===== src/rtl/pls_pkg.sv =====
// ----------------------------------------------------------------------------
// pls_pkg
// Shared types and constants of the polyline length splitter.
// ----------------------------------------------------------------------------
package pls_pkg;

   // width of the split length register
   localparam int LIM_BITS = 32;
   // bits of j * split_length for up to 31 cuts
   localparam int JLIM_BITS = 37;

   typedef enum logic [2:0] {
      K_FIRST = 3'b001,
      K_PASS  = 3'b010,
      K_EDGE  = 3'b100
   } pls_kind_type;

   typedef struct packed {
      pls_kind_type kind;
      logic         fin;
   } pls_cmd_type;

endpackage


===== src/rtl/pls_if.sv =====
// ----------------------------------------------------------------------------
// pls_if
// Valid/ready channels for the points in and the points out.
// ----------------------------------------------------------------------------
interface pls_req_if #(parameter int COORD_BITS = 32);
   logic                         valid;
   logic                         ready;
   logic signed [COORD_BITS-1:0] point_x;
   logic signed [COORD_BITS-1:0] point_y;
   logic                         final_point;

   modport source (output valid, output point_x, output point_y, output final_point,
                   input ready);
   modport sink (input valid, input point_x, input point_y, input final_point,
                 output ready);
endinterface

interface pls_rsp_if #(parameter int COORD_BITS = 32);
   logic                         valid;
   logic                         ready;
   logic signed [COORD_BITS-1:0] out_x;
   logic signed [COORD_BITS-1:0] out_y;
   logic                         opens_segment;
   logic                         end_marker;
   logic                         drop_trailing;
   logic                         truncated;
   logic                         last_of_run;

   modport source (output valid, output out_x, output out_y, output opens_segment,
                   output end_marker, output drop_trailing, output truncated,
                   output last_of_run, input ready);
   modport sink (input valid, input out_x, input out_y, input opens_segment,
                 input end_marker, input drop_trailing, input truncated,
                 input last_of_run, output ready);
endinterface


===== src/rtl/pls_front.sv =====
// ----------------------------------------------------------------------------
// pls_front
// Accepts points, classifies them and holds them in a two-entry queue.
// ----------------------------------------------------------------------------
module pls_front #(
   parameter int COORD_BITS = 32
) (
   input  logic                              clock,
   input  logic                              reset,
   pls_req_if.sink                           req_ch,
   input  logic [pls_pkg::LIM_BITS-1:0]      lim,
   output logic                              q_valid,
   input  logic                              q_pop,
   output logic signed [COORD_BITS-1:0]      q_x,
   output logic signed [COORD_BITS-1:0]      q_y,
   output pls_pkg::pls_cmd_type              q_cmd
);
   import pls_pkg::*;

   localparam int QD  = 2;
   localparam int QAW = $clog2(QD);
   localparam int QCW = $clog2(QD + 1);

   logic signed [COORD_BITS-1:0] ent_x_ff [QD];
   logic signed [COORD_BITS-1:0] ent_y_ff [QD];
   pls_cmd_type                  ent_cmd_ff [QD];
   logic [QAW-1:0] wr_ff, wr_in, rd_ff, rd_in;
   logic [QCW-1:0] cnt_ff, cnt_in;
   logic           have_prev_ff, have_prev_in;
   logic           push;
   pls_cmd_type    cmd;

   assign req_ch.ready = (cnt_ff != QCW'(QD));
   assign push         = req_ch.valid && req_ch.ready;
   assign q_valid      = (cnt_ff != '0);
   assign q_x          = ent_x_ff[rd_ff];
   assign q_y          = ent_y_ff[rd_ff];
   assign q_cmd        = ent_cmd_ff[rd_ff];

   always_comb begin
      cmd.fin = req_ch.final_point;
      if (!have_prev_ff) begin
         cmd.kind = K_FIRST;
      end else if (lim == '0) begin
         cmd.kind = K_PASS;
      end else begin
         cmd.kind = K_EDGE;
      end
      wr_in        = push ? QAW'(wr_ff + 1'b1) : wr_ff;
      rd_in        = q_pop ? QAW'(rd_ff + 1'b1) : rd_ff;
      cnt_in       = QCW'(cnt_ff + QCW'(push) - QCW'(q_pop));
      // a final point leaves the next item without a previous point
      have_prev_in = push ? !req_ch.final_point : have_prev_ff;
   end

   always_ff @(posedge clock) begin
      if (reset) begin
         wr_ff        <= '0;
         rd_ff        <= '0;
         cnt_ff       <= '0;
         have_prev_ff <= 1'b0;
      end else begin
         wr_ff        <= wr_in;
         rd_ff        <= rd_in;
         cnt_ff       <= cnt_in;
         have_prev_ff <= have_prev_in;
      end
   end

   always_ff @(posedge clock) begin
      if (push) begin
         ent_x_ff[wr_ff]   <= req_ch.point_x;
         ent_y_ff[wr_ff]   <= req_ch.point_y;
         ent_cmd_ff[wr_ff] <= cmd;
      end
   end

endmodule


===== src/rtl/pls_back.sv =====
// ----------------------------------------------------------------------------
// pls_back
// Sequencer: edge length by serial squares and square root, cut points by
// serial multiply and divide, result register toward the output channel.
// ----------------------------------------------------------------------------
module pls_back #(
   parameter int COORD_BITS = 32,
   parameter int MAX_SPLITS = 30
) (
   input  logic                              clock,
   input  logic                              reset,
   input  logic                              q_valid,
   output logic                              q_pop,
   input  logic signed [COORD_BITS-1:0]      q_x,
   input  logic signed [COORD_BITS-1:0]      q_y,
   input  pls_pkg::pls_cmd_type              q_cmd,
   input  logic [pls_pkg::LIM_BITS-1:0]      lim,
   pls_rsp_if.source                         rsp_ch
);
   import pls_pkg::*;

   localparam int C    = COORD_BITS;
   localparam int CW   = (C + 2 > JLIM_BITS + 1) ? C + 2 : JLIM_BITS + 1;
   localparam int MBW  = (C > JLIM_BITS) ? C : JLIM_BITS;
   localparam int PW   = (2 * C + 1 > C + JLIM_BITS + 1) ? 2 * C + 1 : C + JLIM_BITS + 1;
   localparam int SW   = 2 * C + 2;
   localparam int RW   = C + 4;
   localparam int CNW  = $clog2(C + 1);
   localparam int JW   = $clog2(MAX_SPLITS + 1);
   localparam int TOPW = LIM_BITS + $clog2(MAX_SPLITS + 2);

   typedef enum logic [10:0] {
      S_IDLE = 11'b00000000001,
      S_SQR  = 11'b00000000010,
      S_ROOT = 11'b00000000100,
      S_PLAN = 11'b00000001000,
      S_MUL  = 11'b00000010000,
      S_DIV  = 11'b00000100000,
      S_CHK  = 11'b00001000000,
      S_CUTA = 11'b00010000000,
      S_CUTB = 11'b00100000000,
      S_PNT  = 11'b01000000000,
      S_FIN  = 11'b10000000000
   } st_type;

   st_type st_ff, st_in;

   // point state
   logic signed [C-1:0] prev_x_ff, prev_x_in, prev_y_ff, prev_y_in;
   logic [LIM_BITS-1:0] run_ff, run_in;
   logic [1:0]          seg_ff, seg_in;

   // working registers
   logic signed [C-1:0] x_ff, x_in, y_ff, y_in, cx_ff, cx_in, cy_ff, cy_in;
   logic                fin_ff, fin_in, first_ff, first_in, trunc_ff, trunc_in;
   logic                nx_ff, nx_in, ny_ff, ny_in, axis_ff, axis_in, phase_ff, phase_in;
   logic                hit_ff, hit_in, last_ff, last_in;
   logic [C-1:0]        ax_ff, ax_in, ay_ff, ay_in;
   logic [CW-1:0]       total_ff, total_in, jlim_ff, jlim_in;
   logic [JLIM_BITS-1:0] num_ff, num_in;
   logic [JW-1:0]       j_ff, j_in;
   logic [TOPW-1:0]     limtop_ff;
   logic [PW-1:0]       acc_ff, acc_in, mc_ff, mc_in;
   logic [MBW-1:0]      mb_ff, mb_in;
   logic [SW-1:0]       src_ff, src_in;
   logic [RW-1:0]       rem_ff, rem_in;
   logic [C:0]          root_ff, root_in;
   logic [C+1:0]        drem_ff, drem_in;
   logic [C-1:0]        dlo_ff, dlo_in, q_ff, q_in;
   logic [CNW-1:0]      cnt_ff, cnt_in;

   // result register
   logic                rsp_vld_ff, rsp_vld_in;
   logic signed [C-1:0] ox_ff, ox_in, oy_ff, oy_in;
   logic                oopen_ff, oopen_in, oend_ff, oend_in, odrop_ff, odrop_in;
   logic                otrunc_ff, otrunc_in, olast_ff, olast_in;

   // combinational helpers
   logic [C:0]          dx, dy, adx, ady;
   logic [RW-1:0]       rem_t, trial;
   logic                root_ge, div_ge;
   logic [C+1:0]        drem_t, dvs;
   logic [C-1:0]        q_nx, mag;
   logic signed [C-1:0] base;
   logic [C:0]          coord;
   logic [LIM_BITS-1:0] run_c;
   logic [CW-1:0]       total_c, left;
   logic                out_free, emit;

   assign out_free = !rsp_vld_ff || rsp_ch.ready;

   assign rsp_ch.valid         = rsp_vld_ff;
   assign rsp_ch.out_x         = ox_ff;
   assign rsp_ch.out_y         = oy_ff;
   assign rsp_ch.opens_segment = oopen_ff;
   assign rsp_ch.end_marker    = oend_ff;
   assign rsp_ch.drop_trailing = odrop_ff;
   assign rsp_ch.truncated     = otrunc_ff;
   assign rsp_ch.last_of_run   = olast_ff;

   always_comb begin
      dx      = {q_x[C-1], q_x} - {prev_x_ff[C-1], prev_x_ff};
      dy      = {q_y[C-1], q_y} - {prev_y_ff[C-1], prev_y_ff};
      adx     = dx[C] ? (C+1)'(-dx) : dx;
      ady     = dy[C] ? (C+1)'(-dy) : dy;
      // one root digit: bring down two bits, try 4r+1
      rem_t   = {rem_ff[RW-3:0], src_ff[SW-1:SW-2]};
      trial   = RW'({root_ff, 2'b01});
      root_ge = (rem_t >= trial);
      // one quotient bit of the rounded interpolation
      drem_t  = {drem_ff[C:0], dlo_ff[C-1]};
      dvs     = {1'b0, root_ff};
      div_ge  = (drem_t >= dvs);
      q_nx    = {q_ff[C-2:0], div_ge};
      mag     = axis_ff ? ay_ff : ax_ff;
      base    = axis_ff ? prev_y_ff : prev_x_ff;
      if (axis_ff ? ny_ff : nx_ff) begin
         coord = {base[C-1], base} - {1'b0, q_nx};
      end else begin
         coord = {base[C-1], base} + {1'b0, q_nx};
      end
      run_c   = (run_ff > lim) ? lim : run_ff;
      total_c = CW'(run_c) + CW'(root_ff);
      left    = total_ff - jlim_ff;
   end

   always_comb begin
      st_in     = st_ff;
      prev_x_in = prev_x_ff;
      prev_y_in = prev_y_ff;
      run_in    = run_ff;
      seg_in    = seg_ff;
      x_in      = x_ff;
      y_in      = y_ff;
      cx_in     = cx_ff;
      cy_in     = cy_ff;
      fin_in    = fin_ff;
      first_in  = first_ff;
      trunc_in  = trunc_ff;
      nx_in     = nx_ff;
      ny_in     = ny_ff;
      axis_in   = axis_ff;
      phase_in  = phase_ff;
      hit_in    = hit_ff;
      last_in   = last_ff;
      ax_in     = ax_ff;
      ay_in     = ay_ff;
      total_in  = total_ff;
      jlim_in   = jlim_ff;
      num_in    = num_ff;
      j_in      = j_ff;
      acc_in    = acc_ff;
      mc_in     = mc_ff;
      mb_in     = mb_ff;
      src_in    = src_ff;
      rem_in    = rem_ff;
      root_in   = root_ff;
      drem_in   = drem_ff;
      dlo_in    = dlo_ff;
      q_in      = q_ff;
      cnt_in    = cnt_ff;
      q_pop     = 1'b0;
      emit      = 1'b0;
      ox_in     = ox_ff;
      oy_in     = oy_ff;
      oopen_in  = oopen_ff;
      oend_in   = 1'b0;
      odrop_in  = 1'b0;
      otrunc_in = otrunc_ff;
      olast_in  = olast_ff;

      case (st_ff)
         S_IDLE: begin
            if (q_valid) begin
               q_pop    = 1'b1;
               x_in     = q_x;
               y_in     = q_y;
               fin_in   = q_cmd.fin;
               trunc_in = 1'b0;
               nx_in    = dx[C];
               ny_in    = dy[C];
               ax_in    = adx[C-1:0];
               ay_in    = ady[C-1:0];
               case (q_cmd.kind)
                  K_FIRST: begin
                     first_in = 1'b1;
                     run_in   = '0;
                     st_in    = S_PNT;
                  end
                  K_PASS: begin
                     first_in = 1'b0;
                     run_in   = '0;
                     st_in    = S_PNT;
                  end
                  default: begin
                     first_in = 1'b0;
                     acc_in   = '0;
                     mc_in    = PW'(adx[C-1:0]);
                     mb_in    = MBW'(adx[C-1:0]);
                     phase_in = 1'b0;
                     st_in    = S_SQR;
                  end
               endcase
            end
         end
         S_SQR: begin
            // shift-add squares, dx first then dy into the same sum
            if (mb_ff != '0) begin
               if (mb_ff[0]) begin
                  acc_in = acc_ff + mc_ff;
               end
               mc_in = {mc_ff[PW-2:0], 1'b0};
               mb_in = mb_ff >> 1;
            end else if (!phase_ff) begin
               phase_in = 1'b1;
               mc_in    = PW'(ay_ff);
               mb_in    = MBW'(ay_ff);
            end else begin
               src_in  = SW'(acc_ff);
               rem_in  = '0;
               root_in = '0;
               cnt_in  = '0;
               st_in   = S_ROOT;
            end
         end
         S_ROOT: begin
            rem_in  = root_ge ? RW'(rem_t - trial) : rem_t;
            root_in = {root_ff[C-1:0], root_ge};
            src_in  = {src_ff[SW-3:0], 2'b00};
            cnt_in  = CNW'(cnt_ff + 1'b1);
            if (cnt_ff == CNW'(C)) begin
               st_in = S_PLAN;
            end
         end
         S_PLAN: begin
            total_in = total_c;
            if (total_c > CW'(lim)) begin
               trunc_in = (CW'(limtop_ff) <= total_c);
               run_in   = run_c;
               j_in     = JW'(1);
               jlim_in  = CW'(lim);
               num_in   = JLIM_BITS'(lim - run_c);
               axis_in  = 1'b0;
               acc_in   = PW'(root_ff >> 1);
               mc_in    = PW'(ax_ff);
               mb_in    = MBW'(JLIM_BITS'(lim - run_c));
               st_in    = S_MUL;
            end else begin
               run_in = total_c[LIM_BITS-1:0];
               st_in  = S_PNT;
            end
         end
         S_MUL: begin
            if (mb_ff != '0) begin
               if (mb_ff[0]) begin
                  acc_in = acc_ff + mc_ff;
               end
               mc_in = {mc_ff[PW-2:0], 1'b0};
               mb_in = mb_ff >> 1;
            end else begin
               drem_in = (C+2)'(acc_ff >> C);
               dlo_in  = acc_ff[C-1:0];
               q_in    = '0;
               cnt_in  = '0;
               st_in   = S_DIV;
            end
         end
         S_DIV: begin
            drem_in = div_ge ? (C+2)'(drem_t - dvs) : drem_t;
            dlo_in  = {dlo_ff[C-2:0], 1'b0};
            q_in    = q_nx;
            cnt_in  = CNW'(cnt_ff + 1'b1);
            if (cnt_ff == CNW'(C - 1)) begin
               if (!axis_ff) begin
                  cx_in   = coord[C-1:0];
                  axis_in = 1'b1;
                  acc_in  = PW'(root_ff >> 1);
                  mc_in   = PW'(ay_ff);
                  mb_in   = MBW'(num_ff);
                  st_in   = S_MUL;
               end else begin
                  cy_in = coord[C-1:0];
                  st_in = S_CHK;
               end
            end
         end
         S_CHK: begin
            hit_in  = (cx_ff == x_ff) && (cy_ff == y_ff);
            last_in = (j_ff == JW'(MAX_SPLITS)) || (jlim_ff + CW'(lim) > total_ff);
            st_in   = (num_ff != '0) ? S_CUTA : S_CUTB;
         end
         S_CUTA: begin
            if (out_free) begin
               emit      = 1'b1;
               ox_in     = cx_ff;
               oy_in     = cy_ff;
               oopen_in  = 1'b0;
               otrunc_in = trunc_ff;
               olast_in  = 1'b0;
               seg_in    = (seg_ff == 2'd2) ? seg_ff : 2'(seg_ff + 1'b1);
               st_in     = S_CUTB;
            end
         end
         S_CUTB: begin
            if (out_free) begin
               emit      = 1'b1;
               ox_in     = cx_ff;
               oy_in     = cy_ff;
               oopen_in  = 1'b1;
               otrunc_in = trunc_ff;
               olast_in  = last_ff && hit_ff && !fin_ff;
               seg_in    = 2'd1;
               if (!last_ff) begin
                  j_in    = JW'(j_ff + 1'b1);
                  jlim_in = jlim_ff + CW'(lim);
                  num_in  = JLIM_BITS'(num_ff + JLIM_BITS'(lim));
                  axis_in = 1'b0;
                  acc_in  = PW'(root_ff >> 1);
                  mc_in   = PW'(ax_ff);
                  mb_in   = MBW'(JLIM_BITS'(num_ff + JLIM_BITS'(lim)));
                  st_in   = S_MUL;
               end else if (hit_ff) begin
                  // last cut landed on the point itself
                  run_in    = '0;
                  prev_x_in = x_ff;
                  prev_y_in = y_ff;
                  st_in     = fin_ff ? S_FIN : S_IDLE;
               end else begin
                  run_in = (left > CW'(lim)) ? lim : left[LIM_BITS-1:0];
                  st_in  = S_PNT;
               end
            end
         end
         S_PNT: begin
            if (out_free) begin
               emit      = 1'b1;
               ox_in     = x_ff;
               oy_in     = y_ff;
               oopen_in  = first_ff;
               otrunc_in = trunc_ff;
               olast_in  = !fin_ff;
               if (first_ff) begin
                  seg_in = 2'd1;
               end else begin
                  seg_in = (seg_ff == 2'd2) ? seg_ff : 2'(seg_ff + 1'b1);
               end
               prev_x_in = x_ff;
               prev_y_in = y_ff;
               st_in     = fin_ff ? S_FIN : S_IDLE;
            end
         end
         S_FIN: begin
            if (out_free) begin
               emit      = 1'b1;
               ox_in     = '0;
               oy_in     = '0;
               oopen_in  = 1'b0;
               oend_in   = 1'b1;
               odrop_in  = (seg_ff <= 2'd1);
               otrunc_in = trunc_ff;
               olast_in  = 1'b1;
               seg_in    = '0;
               run_in    = '0;
               prev_x_in = '0;
               prev_y_in = '0;
               st_in     = S_IDLE;
            end
         end
         default: begin
            st_in = S_IDLE;
         end
      endcase

      if (emit) begin
         rsp_vld_in = 1'b1;
      end else if (rsp_ch.ready) begin
         rsp_vld_in = 1'b0;
      end else begin
         rsp_vld_in = rsp_vld_ff;
      end
   end

   always_ff @(posedge clock) begin
      if (reset) begin
         st_ff      <= S_IDLE;
         rsp_vld_ff <= 1'b0;
         prev_x_ff  <= '0;
         prev_y_ff  <= '0;
         run_ff     <= '0;
         seg_ff     <= '0;
      end else begin
         st_ff      <= st_in;
         rsp_vld_ff <= rsp_vld_in;
         prev_x_ff  <= prev_x_in;
         prev_y_ff  <= prev_y_in;
         run_ff     <= run_in;
         seg_ff     <= seg_in;
      end
   end

   always_ff @(posedge clock) begin
      x_ff      <= x_in;
      y_ff      <= y_in;
      cx_ff     <= cx_in;
      cy_ff     <= cy_in;
      fin_ff    <= fin_in;
      first_ff  <= first_in;
      trunc_ff  <= trunc_in;
      nx_ff     <= nx_in;
      ny_ff     <= ny_in;
      axis_ff   <= axis_in;
      phase_ff  <= phase_in;
      hit_ff    <= hit_in;
      last_ff   <= last_in;
      ax_ff     <= ax_in;
      ay_ff     <= ay_in;
      total_ff  <= total_in;
      jlim_ff   <= jlim_in;
      num_ff    <= num_in;
      j_ff      <= j_in;
      limtop_ff <= TOPW'(lim) * TOPW'(MAX_SPLITS + 1);
      acc_ff    <= acc_in;
      mc_ff     <= mc_in;
      mb_ff     <= mb_in;
      src_ff    <= src_in;
      rem_ff    <= rem_in;
      root_ff   <= root_in;
      drem_ff   <= drem_in;
      dlo_ff    <= dlo_in;
      q_ff      <= q_in;
      cnt_ff    <= cnt_in;
      ox_ff     <= ox_in;
      oy_ff     <= oy_in;
      oopen_ff  <= oopen_in;
      oend_ff   <= rsp_vld_in ? (emit ? oend_in : oend_ff) : oend_ff;
      odrop_ff  <= emit ? odrop_in : odrop_ff;
      otrunc_ff <= otrunc_in;
      olast_ff  <= olast_in;
   end

`ifndef SYNTH
   // a cut coordinate never moves past the far end of the edge
   a_quot_le_mag: assert property (@(posedge clock) disable iff (reset)
      (st_ff == S_DIV && cnt_ff == CNW'(C - 1)) |-> (q_nx <= mag))
      else $error("cut quotient exceeds edge delta");

   a_end_is_last: assert property (@(posedge clock) disable iff (reset)
      (rsp_vld_ff && oend_ff) |-> olast_ff)
      else $error("end item not flagged last of run");

   a_seg_sat: assert property (@(posedge clock) disable iff (reset)
      seg_ff != 2'd3)
      else $error("segment point count past saturation");

   a_hold_out: assert property (@(posedge clock) disable iff (reset)
      (rsp_vld_ff && !rsp_ch.ready) |=> (rsp_vld_ff && $stable(ox_ff) && $stable(olast_ff)))
      else $error("pending result overwritten");
`endif

endmodule


===== src/rtl/polyline_length_splitter.sv =====
// ----------------------------------------------------------------------------
// polyline_length_splitter
// Splits a polyline into segments no longer than split_length.
// ----------------------------------------------------------------------------
//  channel   dir  handshake              payload
//  req_ch    in   valid / ready          point_x, point_y, final_point
//  rsp_ch    out  valid / ready          out_x, out_y, opens_segment, end_marker,
//                                        drop_trailing, truncated, last_of_run
//  csr       in   csr_wr_en              csr_wr_data = split_length
//
//  first point or split_length zero: the point goes straight out, an end item follows a final one
//  edge: serial squaring and a restoring square root give the edge length, then each cut
//    is reckoned for x and y in the shared shift-add multiplier and restoring divider,
//    followed by a check step and the result items
//  a two-entry queue takes new points while the sequencer works; a held result stalls it
//  reset is synchronous and clears the line state and split_length
// ----------------------------------------------------------------------------
module polyline_length_splitter #(
   parameter int MAX_SPLITS = 30,
   parameter int COORD_BITS = 32
) (
   input  logic                          clock,
   input  logic                          reset,
   pls_req_if.sink                       req_ch,
   pls_rsp_if.source                     rsp_ch,
   input  logic                          csr_wr_en,
   input  logic [pls_pkg::LIM_BITS-1:0]  csr_wr_data
);
   import pls_pkg::*;

   logic [LIM_BITS-1:0]          lim_ff, lim_in;
   logic                         q_valid, q_pop;
   logic signed [COORD_BITS-1:0] q_x, q_y;
   pls_cmd_type                  q_cmd;

   assign lim_in = csr_wr_en ? csr_wr_data : lim_ff;

   always_ff @(posedge clock) begin
      if (reset) begin
         lim_ff <= '0;
      end else begin
         lim_ff <= lim_in;
      end
   end

   pls_front #(
      .COORD_BITS (COORD_BITS)
   ) u_front (
      .clock   (clock),
      .reset   (reset),
      .req_ch  (req_ch),
      .lim     (lim_ff),
      .q_valid (q_valid),
      .q_pop   (q_pop),
      .q_x     (q_x),
      .q_y     (q_y),
      .q_cmd   (q_cmd)
   );

   pls_back #(
      .COORD_BITS (COORD_BITS),
      .MAX_SPLITS (MAX_SPLITS)
   ) u_back (
      .clock   (clock),
      .reset   (reset),
      .q_valid (q_valid),
      .q_pop   (q_pop),
      .q_x     (q_x),
      .q_y     (q_y),
      .q_cmd   (q_cmd),
      .lim     (lim_ff),
      .rsp_ch  (rsp_ch)
   );

endmodule

===== src/flat_wrapper.sv =====
// flat-port wrapper written by rule: the top's interface ports become plain ports
module polyline_length_splitter_flat import pls_pkg::*;
#(
   parameter int MAX_SPLITS = 30,
   parameter int COORD_BITS = 32
)
  (clock, reset, csr_wr_en, csr_wr_data, req_ch_valid, req_ch_point_x, req_ch_point_y, req_ch_final_point, req_ch_ready, rsp_ch_valid, rsp_ch_out_x, rsp_ch_out_y, rsp_ch_opens_segment, rsp_ch_end_marker, rsp_ch_drop_trailing, rsp_ch_truncated, rsp_ch_last_of_run, rsp_ch_ready);
  pls_req_if #(.COORD_BITS(COORD_BITS)) req_ch_i ();
  pls_rsp_if #(.COORD_BITS(COORD_BITS)) rsp_ch_i ();
  input  logic clock;
  input  logic reset;
  input  logic csr_wr_en;
  input  logic [pls_pkg::LIM_BITS-1:0] csr_wr_data;
  input wire logic [$bits(req_ch_i.valid)-1:0] req_ch_valid;
  input wire logic [$bits(req_ch_i.point_x)-1:0] req_ch_point_x;
  input wire logic [$bits(req_ch_i.point_y)-1:0] req_ch_point_y;
  input wire logic [$bits(req_ch_i.final_point)-1:0] req_ch_final_point;
  output wire logic [$bits(req_ch_i.ready)-1:0] req_ch_ready;
  output wire logic [$bits(rsp_ch_i.valid)-1:0] rsp_ch_valid;
  output wire logic [$bits(rsp_ch_i.out_x)-1:0] rsp_ch_out_x;
  output wire logic [$bits(rsp_ch_i.out_y)-1:0] rsp_ch_out_y;
  output wire logic [$bits(rsp_ch_i.opens_segment)-1:0] rsp_ch_opens_segment;
  output wire logic [$bits(rsp_ch_i.end_marker)-1:0] rsp_ch_end_marker;
  output wire logic [$bits(rsp_ch_i.drop_trailing)-1:0] rsp_ch_drop_trailing;
  output wire logic [$bits(rsp_ch_i.truncated)-1:0] rsp_ch_truncated;
  output wire logic [$bits(rsp_ch_i.last_of_run)-1:0] rsp_ch_last_of_run;
  input wire logic [$bits(rsp_ch_i.ready)-1:0] rsp_ch_ready;
  assign req_ch_i.valid = req_ch_valid;
  assign req_ch_i.point_x = req_ch_point_x;
  assign req_ch_i.point_y = req_ch_point_y;
  assign req_ch_i.final_point = req_ch_final_point;
  assign req_ch_ready = req_ch_i.ready;
  assign rsp_ch_valid = rsp_ch_i.valid;
  assign rsp_ch_out_x = rsp_ch_i.out_x;
  assign rsp_ch_out_y = rsp_ch_i.out_y;
  assign rsp_ch_opens_segment = rsp_ch_i.opens_segment;
  assign rsp_ch_end_marker = rsp_ch_i.end_marker;
  assign rsp_ch_drop_trailing = rsp_ch_i.drop_trailing;
  assign rsp_ch_truncated = rsp_ch_i.truncated;
  assign rsp_ch_last_of_run = rsp_ch_i.last_of_run;
  assign rsp_ch_i.ready = rsp_ch_ready;
  polyline_length_splitter #(.MAX_SPLITS(MAX_SPLITS), .COORD_BITS(COORD_BITS)) u_core (.clock(clock), .reset(reset), .req_ch(req_ch_i), .rsp_ch(rsp_ch_i), .csr_wr_en(csr_wr_en), .csr_wr_data(csr_wr_data));
endmodule

===== config.mk =====
export PLATFORM = sky130hd
export DESIGN_NAME = polyline_length_splitter_flat
export DESIGN_NICKNAME = d
export VERILOG_FILES = /design/src/rtl/pls_pkg.sv /design/src/rtl/pls_if.sv /design/src/rtl/pls_front.sv /design/src/rtl/pls_back.sv /design/src/rtl/polyline_length_splitter.sv /design/src/flat_wrapper.sv
export SDC_FILE = /design/constraint.sdc
export NUM_CORES = 2
export LEC_CHECK = 0
export BUFFER_PORTS_ARGS = -buffer_cell sky130_fd_sc_hd__buf_2
export CAP_MARGIN = 20
export CORE_UTILIZATION = 52
export DETAILED_ROUTE_END_ITERATION = 10
export PLACE_DENSITY = 0.66
export REMOVE_ABC_BUFFERS = 1
export SLEW_MARGIN = 5
export SYNTH_ARGS = -nofsm -noshare
export SYNTH_HDL_FRONTEND = slang
export SYNTH_SLANG_ARGS = --single-unit

===== constraint.sdc =====
create_clock -name clock -period 15.3 [get_ports clock]
set_clock_uncertainty 0.2 [all_clocks]
set_input_delay 2.295 -clock clock [delete_from_list [all_inputs] [get_ports clock]]
set_output_delay 2.295 -clock clock [all_outputs]
set_load 0.01 [all_outputs]

==> run_results.csv <==
group,metric,value,unit
global_route,grt_max_degree,136,
timing,finalSetupTns,0,ns
die,io_pins,173,
power_and_ir_drop,power.net_switching,4.76,mW
die,die_y,378,um
run_status,status,"finished clean",
cts,hold_buffers,0,
power_and_ir_drop,p_seq_share,36.1,%
global_route,grt_busiest_layer,"met2",
synthesis,syn_area,0.0736,mm2
die,start_util,52.6,%
critical_path,critPathKind,"register to register",
final_layout,layout-drive-gt1-share,8.06,%
critical_path,critPathMaxStageDelay,0.91,ns
timing,fin_crit_sh,71.9,%
timing,timing.fmax,90.9,MHz
route,detail_route.wl_per_cell,23.7,um
critical_path,cp_max_fo,65,
final_layout,mostFrequentLayoutCells,"nand2_1, edfxtp_1, ha_1",
cts,root_buffer,"clkbuf_16",
timing,fin_crit,11.00,ns
synthesis,synth_xor_area_share,6.45,%
synthesis,synthArstFlopShare,0,%
timing,hold_viol,0,
synthesis,synth_compound_area_share,16.1,%
timing,slew_headroom,13.8,%
route,drc,0,
route,drt-initial-drc-count,5197,
min_path,hold_class,"register to register",
global_route,gr-usage-met3,3.73,%
power_and_ir_drop,p_sw_share,38.0,%
cts,numCtsBuffers,119,
cts,clkTransAtPathRegs,0.06,ns
global_route,antenna_found_initial,4,
critical_path,critPathRequiredTime,15.50,ns
route,drt_pass1_iterations,8,
cts,cts_tree,"built",
critical_path,crit_path_end_kind,"register",
final_layout,final_nets,8402,
die,die_area,0.143,mm2
critical_path,path_depth,34,
global_route,use_met1,41.2,%
timing,setup_viol,0,
cts,clockBufferDepth,3,
critical_path,rr_worst_depth,34,
power_and_ir_drop,p_int,7.75,mW
synthesis,synth_mux_area_share,2.97,%
cts,ctsHtreeMaxLevel,3,
synthesis,yosysSeqAreaShare,42.7,%
cts,cts_resized,0,
synthesis,ys_warn_count,0,
final_layout,area_growth,10.0,%
die,die_w,378,um
global_route,grt_usage,31.2,%
critical_path,worst-path-buf-inv,5,
power_and_ir_drop,power.leakage,33.5,nW
cts,cts_sinks,1109,
job,drv_cap,0,
global_route,grt_pass1_wl,340000,um
synthesis,synthSimpleGateAreaFrac,14.9,%
global_route,grt_pass1_vias,55700,
power_and_ir_drop,power.share.combinational,38.5,%
global_route,use_met2,51.5,%
placement,hpwl,173000,um
critical_path,cp_slowest_cell,"a2111oi_0",
timing,worst_slew_pin_slew,1.28,ns
global_route,grt_overflow_total,0,
synthesis,synth_top_family_by_area,"compound AO/OA/AOI/OAI gates",
timing,grt_setup_unrepaired,"no",
final_layout,nFillCells,12100,
timing,setup_ws,4.30,ns
timing,finalMaxSlewViolations,0,
route,vias,57900,
route,wirelength,227000,um
synthesis,synth-edff-count,924,
die,core,0.140,mm2
synthesis,synth.distinct_cells,97,
placement,gp_congestion,0.978,
critical_path,cp.arrival,11.20,ns
final_layout,layout.cells.most_common,"nand2_1",
placement,numPortBuffers,172,
route,antenna_left,0,
synthesis,syn-instance-count,7463,
critical_path,crit_top_cell,"a21oi_1",
power_and_ir_drop,pwr_density_cell,155,mW/mm2
die,row_count,137,
route,viasPerCell,6.06,
cts,post-cts-setup-buffer-count,0,
synthesis,ys.flop_type,"edfxtp_1",
placement,pre_cts_ws,4.29,ns
cts,clkLatencyLatePin,0.79,ns
critical_path,worstSetupStartpointType,"register",
synthesis,syn_area_per_cell,9.86,um2
synthesis,synthAdderAreaFrac,13.3,%
power_and_ir_drop,ir_drop,0.140,mV
critical_path,cp_top_family,"compound AO/OA/AOI/OAI gates",
min_path,whs_path_depth,2,
synthesis,synth_seq_cells,1109,
power_and_ir_drop,clkPwrFrac,25.3,%
per-layer routing:
metal,share of wire (%),up-vias
li1,-,27400
met1,43,28200
met2,47,1991
met3,5.7,353
met4,4.6,2
met5,0.0057,-
kinds of logic (layout without fill, tap and decap cells):
logic type / Yosys count / in the layout
buf+inv: 672 / 890
xor+xnor: 541 / 541
compound gates: 1832 / 1832
fa+ha+maj: 724 / 724
other cells: 0 / 2
simple gates: 2375 / 2375
mux: 210 / 210
flops: 1109 / 1109
layout make-up:
cell class | instances | area, um2 | area share [%]
Timing Repair Buffer | 254 | 1490 | 1.84
Tap cell | 1876 | 2350 | 2.90
Antenna cell | 2 | 5.00 | 0.00618
Clock buffer | 147 | 3280 | 4.05
Inverter | 410 | 1540 | 1.90
Clock inverter | 79 | 1050 | 1.30
Sequential cell | 1109 | 31500 | 38.9
Multi-Input combinational cell | 5682 | 39800 | 49.1
worst paths after layout:
path,endpoint,startpoint,slack (ns)
max,u_core.u_back.mc_ff[36],u_core.lim_ff[2],4.30
max reg2reg,u_core.u_back.mc_ff[36],u_core.lim_ff[2],4.30
min reg2reg,u_core.u_back.prev_x_ff[11],u_core.u_back.prev_x_ff[11],0.25
min,u_core.u_back.prev_x_ff[11],u_core.u_back.prev_x_ff[11],0.25
worst min-delay path, cell delays in order, from the launching register on:
cell,delay [ns]
dfxtp_1,0.31
nand2_1,0.05
a21oi_1,0.05
flip-flops by register name, summed over array words and instances (netlist names), 38 cells and up, named ones only:
name	count
u_core.u_back.acc_ff	66
u_core.u_back.mc_ff	66
u_core.u_back.src_ff	66
u_core.u_front.ent_x_ff	64
u_core.u_front.ent_y_ff	64
u_core.u_back.jlim_ff	38
cells in the mapped netlist, types with 48 or more instances:
cell type / count / area (um2)
nand2_1: 949 / 3560
edfxtp_1: 924 / 27700
ha_1: 625 / 7820
a21oi_1: 559 / 2800
nor2_1: 528 / 1980
inv_1: 409 / 1540
o21ai_0: 357 / 1790
xnor2_1: 293 / 2570
a21o_1: 290 / 2180
xor2_1: 247 / 2160
nand3_1: 241 / 1210
clkbuf_1: 212 / 796
dfxtp_1: 185 / 3700
mux2i_1: 143 / 1430
nand4_1: 105 / 657
fa_1: 99 / 1980
and2_1: 98 / 613
nor3_1: 82 / 410
nand2b_1: 81 / 507
nor2b_1: 75 / 469
o21a_1: 70 / 526
mux2_2: 67 / 754
o21bai_1: 60 / 450
nor4_1: 54 / 338
a22oi_1: 49 / 368
and3_1: 48 / 300
power groups by stage:
stage | clock network, mW | logic, mW | registers (mW)
4_1_cts | 3.21 | 4.76 | 4.51
6_report | 3.17 | 4.82 | 4.52
5_1_grt | 3.32 | 5.25 | 4.56
3_3_place_gp | 0 | 4.66 | 4.56
3_5_place_dp | 0 | 4.72 | 4.57
2_1_floorplan | 0 | 3.34 | 4.49
through the flow:
step	util, %	std cells	total power [mW]	instance area [um2]	hold slack [ns]
4_1_cts	57.9	9556	12.5	80900	0.253
6_report	57.9	9559	12.5	81000	0.251
3_5_place_dp	54.8	9330	9.29	76600	0.246
2_1_floorplan	-	7201	7.82	72600	0.200
5_1_grt	57.9	9557	13.1	80900	0.269
3_3_place_gp	54.8	9330	9.23	76600	0.238
(Power assumes the default switching activity.)
